===== src/rtl/core/gs1d_pkg.sv =====
// Shared types, constants and helpers for the 1D Gauss-Seidel Laplace solver.
// Used by every module of the block; depends on nothing.
`default_nettype none

package gs1d_pkg;

  // Number of cells in the field.
  localparam int CELLS = 16;
  localparam int IDX_W = $clog2(CELLS);
  localparam logic [IDX_W-1:0] LAST_IDX = IDX_W'(CELLS - 1);

  // Configuration port.
  localparam int CFG_IDX_W  = 3;
  localparam int CFG_DATA_W = 32;

  localparam logic [CFG_IDX_W-1:0] REG_WALL_TEMPERATURE = 3'd0;
  localparam logic [CFG_IDX_W-1:0] REG_WALL_FLUX        = 3'd1;
  localparam logic [CFG_IDX_W-1:0] REG_CELL_WIDTH       = 3'd2;
  localparam logic [CFG_IDX_W-1:0] REG_TOLERANCE        = 3'd3;
  localparam logic [CFG_IDX_W-1:0] REG_SWEEP_LIMIT      = 3'd4;

  typedef struct packed {
    logic signed [31:0] wall_temperature;
    logic signed [31:0] wall_flux;
    logic [30:0]        cell_width;
    logic [30:0]        tolerance;
    logic [15:0]        sweep_limit;
  } cfg_t;

  typedef enum logic [3:0] {
    ST_LOAD,
    ST_ZERO,
    ST_MUL_LO,
    ST_MUL_HI,
    ST_RD_LAST,
    ST_RD_FIRST,
    ST_RD_SECOND,
    ST_CELL,
    ST_FLUSH,
    ST_CHECK,
    ST_EMIT_RD,
    ST_EMIT_LD
  } state_t;

  typedef enum logic [1:0] {
    WR_ITEM,
    WR_ZERO,
    WR_CELL
  } wr_sel_t;

  // Commands from the controller to the datapath.
  typedef struct packed {
    logic             solve_start;
    logic             mul_lo;
    logic             mul_hi;
    logic             sweep_start;
    logic             ghost_right;
    logic             ghost_left;
    logic             relax;
    logic             first;
    logic             lastc;
    logic             finish;
    logic             emit;
    logic             mem_we;
    wr_sel_t          wr_sel;
    logic [IDX_W-1:0] waddr;
    logic [IDX_W-1:0] raddr;
    logic [IDX_W-1:0] idx;
  } cmd_t;

  // Status from the datapath to the controller.
  typedef struct packed {
    logic converged;
    logic limit_hit;
    logic out_free;
  } status_t;

  // Saturate a wide signed value to signed 32 bits.
  function automatic logic signed [31:0] sat32(input logic signed [48:0] v);
    logic signed [31:0] r;
    if (v > 49'sd2147483647) begin
      r = 32'sh7FFFFFFF;
    end else if (v < -49'sd2147483648) begin
      r = 32'sh80000000;
    end else begin
      r = v[31:0];
    end
    return r;
  endfunction

endpackage

`default_nettype wire


===== src/rtl/core/gs1d_cfg.sv =====
// Configuration register file of the solver.
// Depends on gs1d_pkg for register indexes and the cfg_t bundle.
`default_nettype none

module gs1d_cfg (
  input  wire logic                             clk,
  input  wire logic                             rst,
  input  wire logic                             cfg_write,
  input  wire logic [gs1d_pkg::CFG_IDX_W-1:0]   cfg_index,
  input  wire logic [gs1d_pkg::CFG_DATA_W-1:0]  cfg_data,
  output gs1d_pkg::cfg_t                        cfg
);

  always_ff @(posedge clk) begin
    if (rst) begin
      cfg.wall_temperature <= 32'sd6553600;
      cfg.wall_flux        <= 32'sd6553600;
      cfg.cell_width       <= 31'd6554;
      cfg.tolerance        <= 31'd0;
      cfg.sweep_limit      <= 16'd65535;
    end else if (cfg_write) begin
      case (cfg_index)
        gs1d_pkg::REG_WALL_TEMPERATURE: cfg.wall_temperature <= cfg_data;
        gs1d_pkg::REG_WALL_FLUX:        cfg.wall_flux        <= cfg_data;
        gs1d_pkg::REG_CELL_WIDTH:       cfg.cell_width       <= cfg_data[30:0];
        gs1d_pkg::REG_TOLERANCE:        cfg.tolerance        <= cfg_data[30:0];
        gs1d_pkg::REG_SWEEP_LIMIT:      cfg.sweep_limit      <= cfg_data[15:0];
        default: ;
      endcase
    end
  end

endmodule

`default_nettype wire


===== src/rtl/core/gs1d_ctrl.sv =====
// Sequencer of the solver: loading, zero fill, sweeps, convergence test, emission.
// Depends on gs1d_pkg; drives gs1d_dp through cmd_t and reads status_t.
`default_nettype none

module gs1d_ctrl (
  input  wire logic            clk,
  input  wire logic            rst,
  input  wire logic            item_valid,
  output logic                 item_stall,
  input  wire logic            last,
  input  gs1d_pkg::status_t    status,
  output gs1d_pkg::cmd_t       cmd
);

  gs1d_pkg::state_t state, state_next;
  logic [gs1d_pkg::IDX_W-1:0] count, count_next;
  logic [gs1d_pkg::IDX_W-1:0] idx, idx_next;
  logic [gs1d_pkg::IDX_W:0]   ahead;
  logic                       accept;

  always_ff @(posedge clk) begin
    if (rst) begin
      state <= gs1d_pkg::ST_LOAD;
      count <= '0;
      idx   <= '0;
    end else begin
      state <= state_next;
      count <= count_next;
      idx   <= idx_next;
    end
  end

  // Read address two cells ahead of the one being relaxed; past the end it is unused.
  assign ahead = {1'b0, idx} + (gs1d_pkg::IDX_W + 1)'(2);

  always_comb begin
    state_next = state;
    count_next = count;
    idx_next   = idx;
    cmd        = '0;
    cmd.idx    = idx;
    item_stall = (state != gs1d_pkg::ST_LOAD);
    accept     = item_valid && !item_stall;

    case (state)
      gs1d_pkg::ST_LOAD: begin
        if (accept) begin
          cmd.mem_we = 1'b1;
          cmd.wr_sel = gs1d_pkg::WR_ITEM;
          cmd.waddr  = count;
          if (last || count == gs1d_pkg::LAST_IDX) begin
            cmd.solve_start = 1'b1;
            count_next      = '0;
            if (count == gs1d_pkg::LAST_IDX) begin
              state_next = gs1d_pkg::ST_MUL_LO;
            end else begin
              idx_next   = count + 1'b1;
              state_next = gs1d_pkg::ST_ZERO;
            end
          end else begin
            count_next = count + 1'b1;
          end
        end
      end
      gs1d_pkg::ST_ZERO: begin
        cmd.mem_we = 1'b1;
        cmd.wr_sel = gs1d_pkg::WR_ZERO;
        cmd.waddr  = idx;
        if (idx == gs1d_pkg::LAST_IDX) begin
          state_next = gs1d_pkg::ST_MUL_LO;
        end else begin
          idx_next = idx + 1'b1;
        end
      end
      gs1d_pkg::ST_MUL_LO: begin
        cmd.mul_lo = 1'b1;
        state_next = gs1d_pkg::ST_MUL_HI;
      end
      gs1d_pkg::ST_MUL_HI: begin
        cmd.mul_hi = 1'b1;
        state_next = gs1d_pkg::ST_RD_LAST;
      end
      gs1d_pkg::ST_RD_LAST: begin
        cmd.sweep_start = 1'b1;
        cmd.raddr       = gs1d_pkg::LAST_IDX;
        state_next      = gs1d_pkg::ST_RD_FIRST;
      end
      gs1d_pkg::ST_RD_FIRST: begin
        cmd.ghost_right = 1'b1;
        cmd.raddr       = '0;
        state_next      = gs1d_pkg::ST_RD_SECOND;
      end
      gs1d_pkg::ST_RD_SECOND: begin
        cmd.ghost_left = 1'b1;
        cmd.raddr      = gs1d_pkg::IDX_W'(1);
        idx_next       = '0;
        state_next     = gs1d_pkg::ST_CELL;
      end
      gs1d_pkg::ST_CELL: begin
        cmd.relax  = 1'b1;
        cmd.first  = (idx == '0);
        cmd.lastc  = (idx == gs1d_pkg::LAST_IDX);
        cmd.mem_we = 1'b1;
        cmd.wr_sel = gs1d_pkg::WR_CELL;
        cmd.waddr  = idx;
        cmd.raddr  = (ahead >= (gs1d_pkg::IDX_W + 1)'(gs1d_pkg::CELLS)) ?
                     '0 : ahead[gs1d_pkg::IDX_W-1:0];
        if (idx == gs1d_pkg::LAST_IDX) begin
          state_next = gs1d_pkg::ST_FLUSH;
        end else begin
          idx_next = idx + 1'b1;
        end
      end
      gs1d_pkg::ST_FLUSH: begin
        state_next = gs1d_pkg::ST_CHECK;
      end
      gs1d_pkg::ST_CHECK: begin
        if (status.converged || status.limit_hit) begin
          cmd.finish = 1'b1;
          idx_next   = '0;
          state_next = gs1d_pkg::ST_EMIT_RD;
        end else begin
          state_next = gs1d_pkg::ST_RD_LAST;
        end
      end
      gs1d_pkg::ST_EMIT_RD: begin
        cmd.raddr  = idx;
        state_next = gs1d_pkg::ST_EMIT_LD;
      end
      gs1d_pkg::ST_EMIT_LD: begin
        cmd.raddr = idx;
        cmd.lastc = (idx == gs1d_pkg::LAST_IDX);
        if (status.out_free) begin
          cmd.emit = 1'b1;
          if (idx == gs1d_pkg::LAST_IDX) begin
            state_next = gs1d_pkg::ST_LOAD;
          end else begin
            idx_next   = idx + 1'b1;
            state_next = gs1d_pkg::ST_EMIT_RD;
          end
        end
      end
      default: begin
        state_next = gs1d_pkg::ST_LOAD;
      end
    endcase
  end

endmodule

`default_nettype wire


===== src/rtl/core/gs1d_dp.sv =====
// Datapath of the solver: field memory, boundary product, ghosts, relaxation,
// change tracking and the output register. Depends on gs1d_pkg.
`default_nettype none

module gs1d_dp (
  input  wire logic                 clk,
  input  wire logic                 rst,
  input  gs1d_pkg::cfg_t            cfg,
  input  gs1d_pkg::cmd_t            cmd,
  output gs1d_pkg::status_t         status,
  input  wire logic signed [31:0]   initial_value,
  output logic                      result_valid,
  input  wire logic                 result_stall,
  output logic signed [31:0]        cell_value,
  output logic [5:0]                cell_index,
  output logic [15:0]               sweeps_done,
  output logic                      not_converged,
  output logic                      final_cell
);

  logic signed [31:0] cells_mem [gs1d_pkg::CELLS];
  logic signed [31:0] rdata;
  logic signed [31:0] wdata;

  logic signed [16:0] w_lo;
  logic signed [15:0] w_hi;
  logic signed [48:0] prod_lo;
  logic signed [48:0] round_lo;
  logic signed [48:0] prod_hi;
  logic signed [32:0] t_lo;
  logic signed [31:0] flux_width;

  logic signed [31:0] left_ghost;
  logic signed [31:0] right_ghost;
  logic signed [31:0] cur;
  logic signed [31:0] prev;
  logic signed [32:0] nsum;
  logic signed [31:0] nv;
  logic signed [32:0] diff;
  logic               diff_valid;
  logic [32:0]        abs_diff;
  logic [31:0]        largest_change;
  logic [15:0]        sweeps;
  logic [15:0]        limit_eff;
  logic               nc;

  // Field memory: one write and one registered read per cycle.
  always_comb begin
    case (cmd.wr_sel)
      gs1d_pkg::WR_ITEM: wdata = initial_value;
      gs1d_pkg::WR_ZERO: wdata = '0;
      gs1d_pkg::WR_CELL: wdata = nv;
      default:           wdata = '0;
    endcase
  end

  always_ff @(posedge clk) begin
    if (cmd.mem_we) begin
      cells_mem[cmd.waddr] <= wdata;
    end
    rdata <= cells_mem[cmd.raddr];
  end

  // flux*width rounded to nearest, split over two 32x16 products.
  // The high part is a multiple of 2^16, so the rounding lives in the low part alone.
  assign w_lo     = $signed({1'b0, cfg.cell_width[15:0]});
  assign w_hi     = $signed({1'b0, cfg.cell_width[30:16]});
  assign prod_lo  = 49'(cfg.wall_flux) * 49'(w_lo);
  assign round_lo = prod_lo + 49'sd32768;
  assign prod_hi  = 49'(cfg.wall_flux) * 49'(w_hi);

  always_ff @(posedge clk) begin
    if (cmd.mul_lo) begin
      t_lo <= round_lo[48:16];
    end
    if (cmd.mul_hi) begin
      flux_width <= gs1d_pkg::sat32(prod_hi + 49'(t_lo));
    end
  end

  // Relaxation of one cell: floor of the halved neighbour sum.
  assign nsum = 33'(cmd.first ? left_ghost : prev) + 33'(cmd.lastc ? right_ghost : rdata);
  assign nv   = nsum[32:1];

  always_ff @(posedge clk) begin
    if (cmd.ghost_right) begin
      right_ghost <= gs1d_pkg::sat32(49'(flux_width) + 49'(rdata));
    end
    if (cmd.ghost_left) begin
      left_ghost <= gs1d_pkg::sat32(49'(cfg.wall_temperature) + 49'(cfg.wall_temperature)
                                    - 49'(rdata));
      cur        <= rdata;
    end
    if (cmd.relax) begin
      diff <= 33'(nv) - 33'(cur);
      cur  <= rdata;
      prev <= nv;
    end
  end

  // The difference of two 32-bit values never exceeds 2^32-1 in magnitude.
  assign abs_diff = diff[32] ? -diff : diff;

  always_ff @(posedge clk) begin
    if (rst) begin
      diff_valid     <= 1'b0;
      largest_change <= '0;
      sweeps         <= '0;
      nc             <= 1'b0;
    end else begin
      diff_valid <= cmd.relax;
      if (cmd.sweep_start) begin
        largest_change <= '0;
      end else if (diff_valid && (abs_diff[31:0] > largest_change)) begin
        largest_change <= abs_diff[31:0];
      end
      if (cmd.solve_start) begin
        sweeps <= '0;
      end else if (cmd.sweep_start) begin
        sweeps <= sweeps + 1'b1;
      end
      if (cmd.finish) begin
        nc <= !status.converged;
      end
    end
  end

  assign limit_eff        = (cfg.sweep_limit == '0) ? 16'd1 : cfg.sweep_limit;
  assign status.converged = ({1'b0, cfg.tolerance} >= largest_change);
  assign status.limit_hit = (sweeps >= limit_eff);
  assign status.out_free  = !result_valid || !result_stall;

  // Output register: holds a result until its transfer completes.
  always_ff @(posedge clk) begin
    if (rst) begin
      result_valid <= 1'b0;
    end else if (cmd.emit) begin
      result_valid <= 1'b1;
    end else if (!result_stall) begin
      result_valid <= 1'b0;
    end
  end

  always_ff @(posedge clk) begin
    if (cmd.emit) begin
      cell_value    <= rdata;
      cell_index    <= 6'(cmd.idx);
      sweeps_done   <= sweeps;
      not_converged <= nc;
      final_cell    <= cmd.lastc;
    end
  end

endmodule

`default_nettype wire


===== src/rtl/core/gauss_seidel_1d_laplace_solver.sv =====
// Top level of the 1D Gauss-Seidel Laplace solver.
// Depends on gs1d_pkg, gs1d_cfg, gs1d_ctrl and gs1d_dp.
//
// Usage:
//   Input channel (item_valid/item_stall) loads one cell per transfer, in Q16.16.
//   A transfer with last set, or the one that fills the final cell, starts the
//   solve; cells not loaded in that run start at zero. One transfer per cycle
//   is taken while loading; item_stall stays high for the whole solve.
//   Output channel (result_valid/result_stall) gives one transfer per cell, in
//   order, with the sweep count and the non-convergence flag; final_cell marks
//   the last. A stall holds the output register and pauses the emission.
//   A solve zero-fills the cells left unloaded, forms the boundary product in a low
//   and a high step, then runs sweeps whose reads share the single read port of
//   the field memory, then reads each cell out to the output register in turn.
//   Loading of the next run starts as soon as the last result sits in the
//   output register.
//   Configuration is written through cfg_write/cfg_index/cfg_data while idle.
//   Reset is synchronous: it restores the register defaults, returns to loading
//   with an empty load count and drops result_valid.
`default_nettype none

module gauss_seidel_1d_laplace_solver (
  input  wire logic                             clk,
  input  wire logic                             rst,
  input  wire logic                             item_valid,
  output logic                                  item_stall,
  input  wire logic signed [31:0]               initial_value,
  input  wire logic                             last,
  output logic                                  result_valid,
  input  wire logic                             result_stall,
  output logic signed [31:0]                    cell_value,
  output logic [5:0]                            cell_index,
  output logic [15:0]                           sweeps_done,
  output logic                                  not_converged,
  output logic                                  final_cell,
  input  wire logic                             cfg_write,
  input  wire logic [gs1d_pkg::CFG_IDX_W-1:0]   cfg_index,
  input  wire logic [gs1d_pkg::CFG_DATA_W-1:0]  cfg_data
);

  gs1d_pkg::cfg_t    cfg;
  gs1d_pkg::cmd_t    cmd;
  gs1d_pkg::status_t status;

  gs1d_cfg u_cfg (
    .clk       (clk),
    .rst       (rst),
    .cfg_write (cfg_write),
    .cfg_index (cfg_index),
    .cfg_data  (cfg_data),
    .cfg       (cfg)
  );

  gs1d_ctrl u_ctrl (
    .clk        (clk),
    .rst        (rst),
    .item_valid (item_valid),
    .item_stall (item_stall),
    .last       (last),
    .status     (status),
    .cmd        (cmd)
  );

  gs1d_dp u_dp (
    .clk           (clk),
    .rst           (rst),
    .cfg           (cfg),
    .cmd           (cmd),
    .status        (status),
    .initial_value (initial_value),
    .result_valid  (result_valid),
    .result_stall  (result_stall),
    .cell_value    (cell_value),
    .cell_index    (cell_index),
    .sweeps_done   (sweeps_done),
    .not_converged (not_converged),
    .final_cell    (final_cell)
  );

endmodule

`default_nettype wire


===== config.mk =====
export PLATFORM = sky130hd
export DESIGN_NAME = gauss_seidel_1d_laplace_solver
export DESIGN_NICKNAME = d
export VERILOG_FILES = /design/src/rtl/core/gs1d_pkg.sv /design/src/rtl/core/gs1d_cfg.sv /design/src/rtl/core/gs1d_ctrl.sv /design/src/rtl/core/gs1d_dp.sv /design/src/rtl/core/gauss_seidel_1d_laplace_solver.sv
export SDC_FILE = /design/constraint.sdc
export NUM_CORES = 2
export LEC_CHECK = 0
export ABC_AREA = 1
export BUFFER_PORTS_ARGS = -buffer_cell sky130_fd_sc_hd__buf_2
export CAP_MARGIN = 0
export CORE_UTILIZATION = 55
export DETAILED_ROUTE_END_ITERATION = 7
export PLACE_DENSITY_LB_ADDON = 0.2
export SYNTH_ARGS = -nofsm -noshare
export SYNTH_HDL_FRONTEND = slang
export SYNTH_SLANG_ARGS = --single-unit

===== constraint.sdc =====
create_clock -name clk -period 9.9 [get_ports clk]
set_clock_uncertainty 0.15 [all_clocks]
set_input_delay 1.98 -clock clk [delete_from_list [all_inputs] [get_ports clk]]
set_output_delay 1.98 -clock clk [all_outputs]
set_load 0.005 [all_outputs]

==> impl_metrics.json <==
{
  "finalSetupViolations": 0,
  "yosys_warnings": 0,
  "htree_levels": 3,
  "cp-end-kind": "flop",
  "drtIter0Drc": 7040,
  "rsz0062_at_grt": "false",
  "die_h_um": 403,
  "grt_usage": 0.341,
  "cts_resized": 0,
  "critical_path_class": "reg2reg",
  "drive_gt1_frac": 0.0516,
  "fillers": 14077,
  "fp.dieW_um": 403,
  "synthTopCellsByCount": "inv_1, nand2_1, fa_1",
  "routed_wl_mm": 273,
  "place_congestion": 0.975,
  "hold_viol": 0,
  "finalSetupTns_ps": 0,
  "dp.cells": 12267,
  "fin_area_sq_um": 94800,
  "post-synth-top-count-cell": "inv_1",
  "critPathSlowestCell": "dfxtp_1",
  "final-max-slew-violation-count": 0,
  "ys_seq_area_frac": 0.323,
  "holdCritPathClass": "reg2reg",
  "synth_edf_count": 792,
  "cts_tree": "done",
  "postSynthCellCount": 10349,
  "async_reset_ff_frac": 0,
  "period_share": 0.828,
  "irDropWorstVdd_mv": 0.182,
  "wl_per_cell_um": 21.9,
  "ios": 131,
  "clk_latency_ps": 780,
  "cts_made_buffers": 107,
  "synth.avg_cell_area_sq_um": 8.54,
  "hpwl_mm": 201,
  "drc": 0,
  "ys_ff_latch": 1029,
  "grt_pass1_wl_mm": 417,
  "place_area_sq_um": 91200,
  "port_buffers": 128,
  "crit_path_start_kind": "flop",
  "clk_transition_reported_paths_ps": 70,
  "core_sq_um": 159000,
  "grt_pass1_vias": 69563,
  "antenna_found_initial": 24,
  "synthesis.area_sq_um": 88400,
  "drt_first_pass_iters": 6,
  "cp.arrival_ps": 8500,
  "synth.distinct_cells": 62,
  "relSlewSlack": 0.162,
  "final_nets": 11835,
  "syn_to_final_growth_pct": 7.29,
  "ant_nets": 0,
  "cts_hold_buf": 0,
  "grt_max_degree": 291,
  "die_area_sq_um": 162000,
  "grt_overflow": 0,
  "yosysTopAreaCell": "edfxtp_1",
  "initial_core_util": 0.556,
  "p_leak_nw": 46.7,
  "fin_ws_ps": 1700,
  "fmax_mhz": 122,
  "status": "completed",
  "pre_cts_slack_ps": 1820,
  "cpPeakStageDelay_ps": 1150,
  "yosys-top-cells-area": "edfxtp_1, fa_1, inv_1, nand2_1, ha_1",
  "cts_buffer_depth": 3,
  "postCtsSetupBuffers": 0,
  "clock_tree.root_cell": "clkbuf_16",
  "final_cells": 12476,
  "power_density_nw_per_um2": 188,
  "critPathMaxFanout": 31,
  "period_needed_ps": 8200,
  "rows": 146,
  "path_common_cell": "nand2_1",
  "yosys_most_used_dff": "edfxtp_1",
  "yosysTopAreaCellShare": 0.269,
  "vias": 69216,
  "cp.required_ps": 10200,
  "drv_cap": 0,
  "worst_slew_pin_slew_ps": 1260,
  "cts_sinks": 1029,
  "vias_per_cell": 5.55
}
[final cells by class]
| cell class | count | area, sq um | share of cell area |
|---|---|---|---|
| Multi-Input combinational cell | 6458 | 49200 | 0.519 |
| Sequential cell | 1029 | 28500 | 0.301 |
| Inverter | 2450 | 9200 | 0.0970 |
| Clock buffer | 135 | 2860 | 0.0302 |
| Tap cell | 2072 | 2590 | 0.0273 |
| Timing Repair Buffer | 258 | 1650 | 0.0174 |
| Clock inverter | 68 | 766 | 0.00808 |
| Antenna cell | 6 | 15.0 | 0.000158 |
[kinds of logic (layout without fill, tap and decap cells)]
family,Yosys count,count (layout),synth area share
DFF,1029,1029,0.323
AOI/OAI and AO/OA,1242,1242,0.0794
other,1,8,0.0000424
xor gates and xnor gates,203,203,0.0205
muxes,30,30,0.00382
buffers and inverters,2863,2911,0.123
adders and majority gates,1458,1458,0.290
and+or+nand+nor,3523,3523,0.160
[flip-flops by register name, indices dropped and copies added, names as in the netlist, 4 cells and up]
| register | flops |
|---|---|
| u_dp.left_ghost | 32 |
| u_dp.cur | 32 |
| u_dp.diff | 33 |
| u_dp.cell_index | 4 |
| u_dp.sweeps | 16 |
| u_ctrl.idx | 4 |
| u_dp.rdata | 32 |
| u_ctrl.state | 4 |
| u_dp.flux_width | 32 |
| u_dp.largest_change | 32 |
| u_dp.cell_value | 32 |
| u_dp.cells_mem | 512 |
| u_cfg.cfg | 142 |
| u_ctrl.count | 4 |
| u_dp.prev | 32 |
| u_dp.sweeps_done | 16 |
| u_dp.t_lo | 33 |
| u_dp.right_ghost | 32 |
[final timing paths]
path	start	endpoint	slack [ps]	depth (start not counted)
max	u_cfg.cfg[70]	u_dp.flux_width[22]	1700	28
min	u_dp.nc	u_dp.not_converged	300	0
max reg2reg	u_cfg.cfg[70]	u_dp.flux_width[22]	1700	28
min reg2reg	u_dp.nc	u_dp.not_converged	300	0
[metrics by stage]
step / util / hold WS, ps / total power (W)
floorplan: - / 259 / 0.0107
global placement: 0.574 / 272 / 0.0135
detailed placement: 0.574 / 285 / 0.0135
CTS: 0.596 / 300 / 0.0177
global route: 0.596 / 317 / 0.0188
finish: 0.596 / 302 / 0.0178
[layout by cell type, fill, tap and decap left out, types with 10 or more instances in the layout]
cell / count
ha_1: 473
a21o_1: 16
buf_2: 128
clkinv_1: 12
fa_1: 985
mux2_2: 30
a31oi_1: 22
xor2_1: 131
nor2_1: 599
xnor2_1: 68
dfxtp_1: 232
inv_1: 2441
nor3_1: 52
edfxtp_1: 792
nor2_4: 21
clkinvlp_4: 10
clkbuf_16: 108
nand4_1: 48
nand3_1: 412
a22o_1: 18
nor4_1: 12
a21oi_1: 483
clkinv_2: 26
o21bai_1: 25
o21ai_0: 438
buf_4: 127
nand2_1: 2325
clkbuf_1: 21
o21a_1: 29
nand2_2: 13
o211ai_1: 154
[per-layer routing]
layer,track usage,vias to the layer above,part of all wire
met1,0.490,33838,0.42
li1,-,31763,-
met3,0.0665,484,0.10
met4,0.103,6,0.031
met2,0.524,3125,0.44
met5,0,-,0.00017
[critical path: cells and delay by family, from the launching register on]
family          cells  cell delay, ps
compound gates      1             260
fa+ha+maj           7            3160
simple gates       13            2410
flops               1            1150
buf+inv             7             740
[report_power, final]
| part | switching (W) | total, W | internal (W) |
|---|---|---|---|
| registers | 0.000389 | 0.00586 | 0.00547 |
| clock network | 0.00187 | 0.00417 | 0.00230 |
| logic | 0.00544 | 0.00782 | 0.00238 |
No activity file was read; power rests on OpenSTA's default activity.
